`config.mk`:
```
export PLATFORM = sky130hd
export DESIGN_NAME = card_number_luhn_classifier
export DESIGN_NICKNAME = d
export VERILOG_FILES = /design/src/rtl/cnlc_pkg.sv /design/src/rtl/cnlc_ctrl.sv /design/src/rtl/cnlc_dp.sv /design/src/rtl/card_number_luhn_classifier.sv
export SDC_FILE = /design/constraint.sdc
export NUM_CORES = 1
export LEC_CHECK = 0
export BUFFER_PORTS_ARGS = -buffer_cell sky130_fd_sc_hd__buf_4
export CAP_MARGIN = 20
export CORE_MARGIN = 4
export CORE_UTILIZATION = 40
export CTS_BUF_LIST = sky130_fd_sc_hd__clkbuf_4 sky130_fd_sc_hd__clkbuf_8
export DETAILED_ROUTE_END_ITERATION = 8
export PLACE_DENSITY_LB_ADDON = 0.3
export SETUP_SLACK_MARGIN = 0.02
export SLEW_MARGIN = 20
export SYNTH_ARGS = -nofsm -noshare
export SYNTH_HDL_FRONTEND = slang
export SYNTH_HIERARCHICAL = 1
export SYNTH_SLANG_ARGS = --single-unit
```
`constraint.sdc`:
```
create_clock -name clk -period 9.6 [get_ports clk]
set_clock_uncertainty 0.15 [all_clocks]
set_input_delay 0 -clock clk [delete_from_list [all_inputs] [get_ports clk]]
set_output_delay 0 -clock clk [all_outputs]
set_load 0.03 [all_outputs]
```
`src/rtl/cnlc_pkg.sv`:
```
// Shared types, constants and helper functions for the card number checker.
// No dependencies; used by cnlc_ctrl, cnlc_dp and card_number_luhn_classifier.
`default_nettype none

package cnlc_pkg;

    localparam int NUM_W      = 63;
    localparam int DIGITS     = 19;
    localparam int BCD_W      = DIGITS * 4;
    localparam int STEP_BITS  = 3;
    localparam int CONV_STEPS = NUM_W / STEP_BITS;
    localparam int CNT_W      = 5;
    localparam int TOTAL_W    = 8;

    localparam logic [CNT_W-1:0] CONV_LAST = CNT_W'(CONV_STEPS - 1);
    localparam logic [CNT_W-1:0] WALK_LAST = CNT_W'(DIGITS - 1);

    localparam logic [1:0] CLS_INVALID = 2'd0;
    localparam logic [1:0] CLS_FIFTEEN = 2'd1;
    localparam logic [1:0] CLS_SIXTEEN = 2'd2;
    localparam logic [1:0] CLS_LEAD4   = 2'd3;

    localparam logic [CNT_W-1:0] LEN_13 = CNT_W'(13);
    localparam logic [CNT_W-1:0] LEN_15 = CNT_W'(15);
    localparam logic [CNT_W-1:0] LEN_16 = CNT_W'(16);

    typedef logic [BCD_W-1:0] bcd_t;

    typedef struct packed {
        logic             load;
        logic             conv;
        logic             walk;
        logic             finish;
        logic [CNT_W-1:0] pos;
    } cnlc_cmd_t;

    // One double-dabble step: adjust every digit, then shift in one bit.
    function automatic bcd_t bcd_shift(input bcd_t bcd, input logic b);
        bcd_t adj;
        adj = bcd;
        for (int i = 0; i < DIGITS; i++)
        begin
            if (bcd[i*4 +: 4] >= 4'd5)
            begin
                adj[i*4 +: 4] = bcd[i*4 +: 4] + 4'd3;
            end
        end
        return {adj[BCD_W-2:0], b};
    endfunction

    // Digit sum of twice a decimal digit.
    function automatic logic [3:0] dbl_sum(input logic [3:0] d);
        logic [3:0] r;
        case (d)
            4'd0:    r = 4'd0;
            4'd1:    r = 4'd2;
            4'd2:    r = 4'd4;
            4'd3:    r = 4'd6;
            4'd4:    r = 4'd8;
            4'd5:    r = 4'd1;
            4'd6:    r = 4'd3;
            4'd7:    r = 4'd5;
            4'd8:    r = 4'd7;
            4'd9:    r = 4'd9;
            default: r = 4'd0;
        endcase
        return r;
    endfunction

endpackage

`default_nettype wire

```
`src/rtl/cnlc_ctrl.sv`:
```
// Sequencer for the card number checker: load, convert, digit walk, result.
// Depends on cnlc_pkg; drives cnlc_dp through a command struct.
`default_nettype none

module cnlc_ctrl (
    input  wire logic               clk,
    input  wire logic               rst_n,
    input  wire logic               in_valid,
    output logic                    in_stall,
    output logic                    out_valid,
    input  wire logic               out_stall,
    output cnlc_pkg::cnlc_cmd_t     cmd
);

    localparam logic [1:0] ST_IDLE = 2'd0;
    localparam logic [1:0] ST_CONV = 2'd1;
    localparam logic [1:0] ST_WALK = 2'd2;
    localparam logic [1:0] ST_DONE = 2'd3;

    logic [1:0]                 state_reg, state_next;
    logic [cnlc_pkg::CNT_W-1:0] step_reg, step_next;
    logic                       out_valid_reg, out_valid_next;
    logic                       can_finish;

    assign can_finish = !out_valid_reg || !out_stall;
    assign in_stall   = (state_reg != ST_IDLE);
    assign out_valid  = out_valid_reg;

    always_comb
    begin
        state_next     = state_reg;
        step_next      = step_reg;
        out_valid_next = out_valid_reg && out_stall;
        cmd.load       = 1'b0;
        cmd.conv       = 1'b0;
        cmd.walk       = 1'b0;
        cmd.finish     = 1'b0;
        cmd.pos        = step_reg;
        case (state_reg)
            ST_IDLE:
            begin
                if (in_valid)
                begin
                    cmd.load   = 1'b1;
                    step_next  = '0;
                    state_next = ST_CONV;
                end
            end
            ST_CONV:
            begin
                cmd.conv = 1'b1;
                if (step_reg == cnlc_pkg::CONV_LAST)
                begin
                    step_next  = '0;
                    state_next = ST_WALK;
                end
                else
                begin
                    step_next = step_reg + 1'b1;
                end
            end
            ST_WALK:
            begin
                cmd.walk = 1'b1;
                if (step_reg == cnlc_pkg::WALK_LAST)
                begin
                    state_next = ST_DONE;
                end
                else
                begin
                    step_next = step_reg + 1'b1;
                end
            end
            ST_DONE:
            begin
                if (can_finish)
                begin
                    cmd.finish     = 1'b1;
                    out_valid_next = 1'b1;
                    state_next     = ST_IDLE;
                end
            end
            default:
            begin
                state_next = ST_IDLE;
            end
        endcase
    end

    always_ff @(posedge clk or negedge rst_n)
    begin
        if (!rst_n)
        begin
            state_reg     <= ST_IDLE;
            step_reg      <= '0;
            out_valid_reg <= 1'b0;
        end
        else
        begin
            state_reg     <= state_next;
            step_reg      <= step_next;
            out_valid_reg <= out_valid_next;
        end
    end

endmodule

`default_nettype wire

```
`src/rtl/cnlc_dp.sv`:
```
// Datapath: 3-bit-per-cycle binary to BCD conversion, Luhn digit walk, classify.
// Depends on cnlc_pkg; commanded by cnlc_ctrl.
`default_nettype none

module cnlc_dp (
    input  wire logic                          clk,
    input  wire cnlc_pkg::cnlc_cmd_t           cmd,
    input  wire logic [cnlc_pkg::NUM_W-1:0]    number_value,
    output logic [1:0]                         card_class,
    output logic                               checksum_ok,
    output logic [cnlc_pkg::TOTAL_W-1:0]       luhn_total,
    output logic [cnlc_pkg::CNT_W-1:0]         digit_count
);

    logic [cnlc_pkg::NUM_W-1:0]   bin_reg;
    cnlc_pkg::bcd_t               bcd_reg, bcd_conv;
    logic [cnlc_pkg::TOTAL_W-1:0] total_reg;
    logic [3:0]                   mod_reg, mod_next;
    logic [4:0]                   mod_sum;
    logic [cnlc_pkg::CNT_W-1:0]   count_reg;
    logic [3:0]                   top_reg, second_reg, prev_reg;
    logic [3:0]                   digit, contrib;
    logic [1:0]                   cls;

    logic [1:0]                   card_class_reg;
    logic                         checksum_ok_reg;
    logic [cnlc_pkg::TOTAL_W-1:0] luhn_total_reg;
    logic [cnlc_pkg::CNT_W-1:0]   digit_count_reg;

    always_comb
    begin
        bcd_conv = bcd_reg;
        for (int k = 0; k < cnlc_pkg::STEP_BITS; k++)
        begin
            bcd_conv = cnlc_pkg::bcd_shift(bcd_conv, bin_reg[cnlc_pkg::NUM_W-1-k]);
        end
    end

    // odd positions (second, fourth, ...) are doubled
    assign digit   = bcd_reg[3:0];
    assign contrib = cmd.pos[0] ? cnlc_pkg::dbl_sum(digit) : digit;
    assign mod_sum = {1'b0, mod_reg} + {1'b0, contrib};
    assign mod_next = (mod_sum >= 5'd10) ? 4'(mod_sum - 5'd10) : mod_sum[3:0];

    always_comb
    begin
        cls = cnlc_pkg::CLS_INVALID;
        if (mod_reg == 4'd0)
        begin
            if (count_reg == cnlc_pkg::LEN_15 && top_reg == 4'd3
                && (second_reg == 4'd4 || second_reg == 4'd7))
            begin
                cls = cnlc_pkg::CLS_FIFTEEN;
            end
            else if (count_reg == cnlc_pkg::LEN_16 && top_reg == 4'd5
                && second_reg >= 4'd1 && second_reg <= 4'd5)
            begin
                cls = cnlc_pkg::CLS_SIXTEEN;
            end
            else if ((count_reg == cnlc_pkg::LEN_13 || count_reg == cnlc_pkg::LEN_16)
                && top_reg == 4'd4)
            begin
                cls = cnlc_pkg::CLS_LEAD4;
            end
        end
    end

    always_ff @(posedge clk)
    begin
        if (cmd.load)
        begin
            bin_reg    <= number_value;
            bcd_reg    <= '0;
            total_reg  <= '0;
            mod_reg    <= '0;
            count_reg  <= '0;
            top_reg    <= '0;
            second_reg <= '0;
            prev_reg   <= '0;
        end
        else if (cmd.conv)
        begin
            bin_reg <= bin_reg << cnlc_pkg::STEP_BITS;
            bcd_reg <= bcd_conv;
        end
        else if (cmd.walk)
        begin
            bcd_reg   <= bcd_reg >> 4;
            total_reg <= total_reg + cnlc_pkg::TOTAL_W'(contrib);
            mod_reg   <= mod_next;
            prev_reg  <= digit;
            if (digit != 4'd0)
            begin
                count_reg  <= cmd.pos + 1'b1;
                top_reg    <= digit;
                second_reg <= prev_reg;
            end
        end

        if (cmd.finish)
        begin
            card_class_reg  <= cls;
            checksum_ok_reg <= (mod_reg == 4'd0);
            luhn_total_reg  <= total_reg;
            digit_count_reg <= count_reg;
        end
    end

    assign card_class  = card_class_reg;
    assign checksum_ok = checksum_ok_reg;
    assign luhn_total  = luhn_total_reg;
    assign digit_count = digit_count_reg;

endmodule

`default_nettype wire

```
`src/rtl/card_number_luhn_classifier.sv`:
```
// Card number Luhn check and issuer class; top level joining cnlc_ctrl and cnlc_dp.
// Depends on cnlc_pkg, cnlc_ctrl, cnlc_dp.
// Each word passes through 21 conversion steps of 3 bits, 19 digit steps and one result step
// before out_valid. The next word is taken only back in idle; the result step waits
// while out_stall holds the previous result. in_stall stays high while busy.
// Reset (rst_n low, async) empties the block; out_valid drops immediately.
`default_nettype none

module card_number_luhn_classifier (
    input  wire logic                          clk,
    input  wire logic                          rst_n,
    input  wire logic                          in_valid,
    output logic                               in_stall,
    input  wire logic [cnlc_pkg::NUM_W-1:0]    number_value,
    output logic                               out_valid,
    input  wire logic                          out_stall,
    output logic [1:0]                         card_class,
    output logic                               checksum_ok,
    output logic [cnlc_pkg::TOTAL_W-1:0]       luhn_total,
    output logic [cnlc_pkg::CNT_W-1:0]         digit_count
);

    cnlc_pkg::cnlc_cmd_t cmd;

    cnlc_ctrl u_ctrl (
        .clk       (clk),
        .rst_n     (rst_n),
        .in_valid  (in_valid),
        .in_stall  (in_stall),
        .out_valid (out_valid),
        .out_stall (out_stall),
        .cmd       (cmd)
    );

    cnlc_dp u_dp (
        .clk          (clk),
        .cmd          (cmd),
        .number_value (number_value),
        .card_class   (card_class),
        .checksum_ok  (checksum_ok),
        .luhn_total   (luhn_total),
        .digit_count  (digit_count)
    );

endmodule

`default_nettype wire
```
# Yosys cells after proc, flatten, opt, wreduce, memory -nomap -nowiden
# Memories as Yosys holds them, arrays and structs flattened. A register that Yosys moved wholly into a read port is not among the register bits.
# Index checks and enable logic that the tools add are counted.
classes:
  n_addsub: 61
  n_lt_le_gt_ge: 60
  eq_ne: 18
  n_mux: 85
  bitwise_logic: 2
  reduce_logical: 24
ops:
  columns: ["op", "n"]
  rows:
  - ["$mux 4", 58]
  - ["$ge 4x3->1 const B", 57]
  - ["$add 4x2->4 const B", 54]
  - ["$mux 76", 2]
  - ["$mux 63", 2]
  - ["$eq 4x3->1 const B", 4]
  - ["$eq 5x5->1 const B", 3]
  - ["$mux 5", 3]
  - ["$pmux 5 s3", 1]
  - ["$mux 2", 6]
  - ["$eq 5x4->1 const B", 2]
  - ["$add 3x2->3 const B", 3]
  - ["$mux 1", 9]
  - ["$mux 3", 3]
  - ["$add 8x4->8", 1]
  - ["$pmux 2 s4", 1]
  - ["$logic_and 1x1->1", 7]
  - ["$ne 2x1->1 const B", 3]
  - ["$reduce_and 3->1", 2]
  - ["$reduce_bool 2->1", 3]
  - ["$add 4x4->5", 1]
  - ["$add 5x1->5 const B", 1]
  - ["$ge 5x4->1 const B", 1]
  - ["$eq 2x2->1 const B", 2]
  - ["16 further kinds", 21]
word_totals:
  ff_bits: 192
  romBits: 64
  in_bits: 67
  out_inout_bits: 18
  word_cells: 267
  memories: 1
memory_table:
  columns: ["name", "words", "width", "read_ports", "rd_ports_with_merged_regs", "wr", "line", "rtl"]
  rows:
  - ["(name not given)", 16, 4, 1, 1, 0, "cnlc_pkg.sv:54", "case (d)"]

# Logic depth before layout (Yosys ltp)
logic_depth:
  ltp_word: 9
  mapped_depth: 21
  ltp_nobuf: 20

# By module
# The synthesis kept the hierarchy.
by_module_without_submodules:
  columns: ["mod", "n_inst", "cells_per_inst", "area_each_um2", "seq_area_each_um2"]
  rows:
  - ["cnlc_dp", 1, 1472, 13773.2, 4554.4]
  - ["cnlc_ctrl", 1, 55, 538.0, 200.2]

# Least setup slack after synthesis
# No wires, ideal clock.
synth_path:
  path_kind: "flip-flop to flip-flop"
  start: "register u_dp.bcd_reg[0]"
  end: "register with a tool-made name"
  setup_time_ps: 95
  t_arrival_ps: 3744
  required_time_ps: 9355
  slack_ps: 5610
  stages_incl_launch_ff: 22
  n_path_buf: 1
  period_less_slack_ps: 3990
  path_cell_list: "dfxtp_1 > clkbuf_1 > inv_1 > ha_1 > nand2b_1 > a211oi_1 > nor2_1 > inv_1 > ha_1 > inv_1 > nor2_1 > o31ai_2 > xnor2_1 > ha_1 > inv_1 > nor2_1 > o31ai_1 > a32oi_1 > nand3_1 > a311oi_1 > nand2_1 > a221oi_1"
synth_rtl:
  columns: ["item", "line", "rtl"]
  rows:
  - ["from (decl)", "cnlc_dp.sv:16", "cnlc_pkg::bcd_t bcd_reg, bcd_conv;"]
  - ["from (signal assigned)", "cnlc_dp.sv:84", "bcd_reg <= bcd_conv;"]
  - ["from (signal assigned)", "cnlc_dp.sv:88", "bcd_reg <= bcd_reg >> 4;"]

==> results by group <==
Placed design
  – DP Area: roughly 15,000 µm²
  – Routability congestion estimate: 0.8160
  – PortBufs: between 80 and 90
  – DPL Wire Length: between 20,000 and 25,000 µm
  – Dpl ws: about 5000 ps

Synthesis
  – Sequential area share after synthesis: 33.22%
  – Synth warn: 6
  – Yosys cell types: 70
  – Post-synth net total: 1,727
  – Dominant synthesized flop cell: dfxtp_1
  – FF+latch count, synth: 196
  – Synthesized area per cell: 9.372 µm²
  – Top cell type's share of synthesized area: 16.58%
  – Area leader, netlist: edfxtp_1
  – Most frequent cell after synthesis: a21oi_1
  – Synth top cells by count: a21oi_1, ha_1, inv_1
  – Area of the mapped netlist: around 14,000 µm²
  – Main area contributors after synthesis: edfxtp_1, dfxtp_1, ha_1
  – Synthesized instance count: 1,527
  – Post-synth ARST share: 4.082%
  – Post-synth EDFFs: 79

Route
  – Vias: 11,120
  – DRC: 0
  – Drt total wl: approximately 30,000 µm
  – DRT antenna net count: 0
  – DRT iter0 DRCs: 563
  – Pre-Repair DR Iteration Count: 5
  – Vias per cell: roughly 5.2
  – Drt wl/cell: between 10 and 15 µm

Timing
  – Unrepaired setup endpoints after global routing: no
  – Setup violators final: 0
  – Slew HR: 31.26%
  – Post-Route Setup TNS: 0 ps
  – Fmax: ~210 MHz
  – Post-layout minimum cycle time: about 4700 ps
  – Period Utilization, post-route: roughly 49%
  – Worst setup margin: a little under 5000 ps
  – Fin. Hold Viols: 0
  – Max-slew violation count: 0
  – Worst Max-Slew Pin Slew: between 1000 and 1500 ps

Setup path
  – Crit-path max FO: 9
  – Worst r2r path cells: 20
  – Critical Path AT: approximately 5000 ps
  – Critical R2R Launch: u_dp/bcd_reg[0]$_SDFFE_PP0N_
  – Critical Path End Type: flip-flop
  – Worst path required time: 9830 ps
  – Crit path kind: reg -> reg
  – FF-to-FF setup slack: between 4000 and 5000 ps
  – Setup crit start kind: flip-flop
  – CP startpoint: u_dp/bcd_reg[0]$_SDFFE_PP0N_

Clock network
  – CTS Sinks: slightly below 200
  – Post-CTS Resized: 0
  – Setup Buffers After CTS: 0
  – TritonCTS clock tree: built
  – H-tree level count: 4
  – Clock transition at path regs: 100 ps
  – Max Root-Sink Buffers: 2
  – Later-pin clock latency in the skew report: about 480 ps
  – CTS buffer count: 17
  – CTS root buffer: clkbuf_8

Finish
  – Ratio of cells with drive above 1 in the final layout: 13.61%
  – Layout area overhead: 14.82%
  – Inserted Diodes: 0
  – Max reg flops: between 70 and 80
  – Nets: 1,847
  – Final Cell Area: 16,430 µm²

Floorplan
  – Io pins: 85
  – Initial core utilization: 40.43%
  – Die Y: 197.2 µm
  – Num rows: 69
  – Die Width: around 200 µm
  – Die area: 38,870 µm²
  – Core Box Area: around 35,000 µm²

Global route
  – Vias in the first global route: around 11,000
  – GRT Overall Usage: 15.49%
  – Total grt overflow: 0
  – Largest net degree at the start of global routing: roughly 90
  – First-pass GRT wire length: roughly 52,000 µm
  – Initial antenna violation count: 0

Run status
  – Status: completed

Worst hold path
  – Worst hold path type: in -> reg

Flow run
  – Max Cap Viol: 0
[critical path, stage by stage, from the launching register on]
cell	delay, ps
dfxtp_1	510
inv_1	110
ha_1	280
nand2b_1	140
a211oi_1	100
nor2_1	230
inv_1	120
ha_1	250
inv_1	180
nor2_1	70
o31ai_2	300
xnor2_1	250
ha_1	290
inv_1	70
nor2_1	160
o31ai_1	100
a32oi_1	300
nand3_1	170
a311oi_1	430
nand2_1	100
a221oi_1	310
[stage by stage]
step | utilization, % | hold WS (ps) | instances
final | 46.42 | 148.8 | 2121
after global routing | 46.42 | 142.5 | 2121
after CTS | 46.42 | 107.4 | 2121
after detailed placement | 43.45 | -317.4 | 2022
after global placement | 43.45 | -319.8 | 2022
after floorplan | - | -445.6 | 1527
[cell usage in the layout, fill, tap and decap left out, types with 5 or more instances in the layout]
master           n
inv_1          123
o211ai_1         5
buf_4           92
xnor2_1         61
o21a_1          44
mux2_2          86
and2_1           5
a211oi_1        67
nor3_1           9
or3_1            6
nand3_1         26
clkbuf_8        17
dlygate4sd3_1   67
edfxtp_1        79
nor2b_1         52
a21oi_1        152
nor3b_1         37
xor2_1           5
o21ai_0         35
o311a_1         14
a21boi_0         7
o211a_1         17
nand2_1         78
o21ai_1          6
mux2i_1        119
dfxtp_1        109
nand2b_1        56
ha_1           129
nor2_1          73
dfrtp_1          8
[repair_timing]
| action | CTS | global route |
|---|---|---|
| hold buffers | 67 | 0 |
| hold endpoints to repair | 98 | 0 |
| endpoints found under the setup margin | 0 | 0 |
[worst min-delay path by stage]
stage	from	cells past startpoint	slack [ps]	to
global route	out_stall	3	140	u_ctrl/out_valid$_DFF_PN0_
detailed placement	rst_n	1	-320	u_ctrl/out_valid$_DFF_PN0_
floorplan	rst_n	0	-450	u_ctrl/out_valid$_DFF_PN0_
global placement	rst_n	1	-320	u_ctrl/step_reg[4]$_DFFE_PN0P_
CTS	out_stall	3	110	u_ctrl/out_valid$_DFF_PN0_
finish	out_stall	3	150	u_ctrl/out_valid$_DFF_PN0_
[per-layer routing]
layer | vias up | global-route usage, % | wire [µm]
li1 | 5717 | - | -
met1 | 5255 | 19.48 | 13800
met2 | 121 | 27.96 | 14860
met3 | 28 | 2.115 | 624
met4 | 0 | 4.032 | 396
met5 | - | 0 | 0
[logic make-up after synthesis]
kind of cell,after synthesis,share of synthesized area (%)
simple gates,358,13.25
buf+inv,182,4.835
xor+xnor,66,4.039
mux,207,15.27
compound gates,385,17.64
fa+ha+maj,133,11.73
flops,196,33.22
[cell type report]
type | instances | area (µm²)
fill | 3337 | 18960
multi-input combinational | 1149 | 8892
sequential | 196 | 4755
timing repair buffer | 159 | 1361
tap | 461 | 576.8
inverter | 124 | 465.4
clock buffer | 19 | 249.0
clock inverter | 13 | 132.6
Power is left out: the tool's default activity adds up to more than one toggle a clock period on the data nets, which glitch-free logic cannot reach.
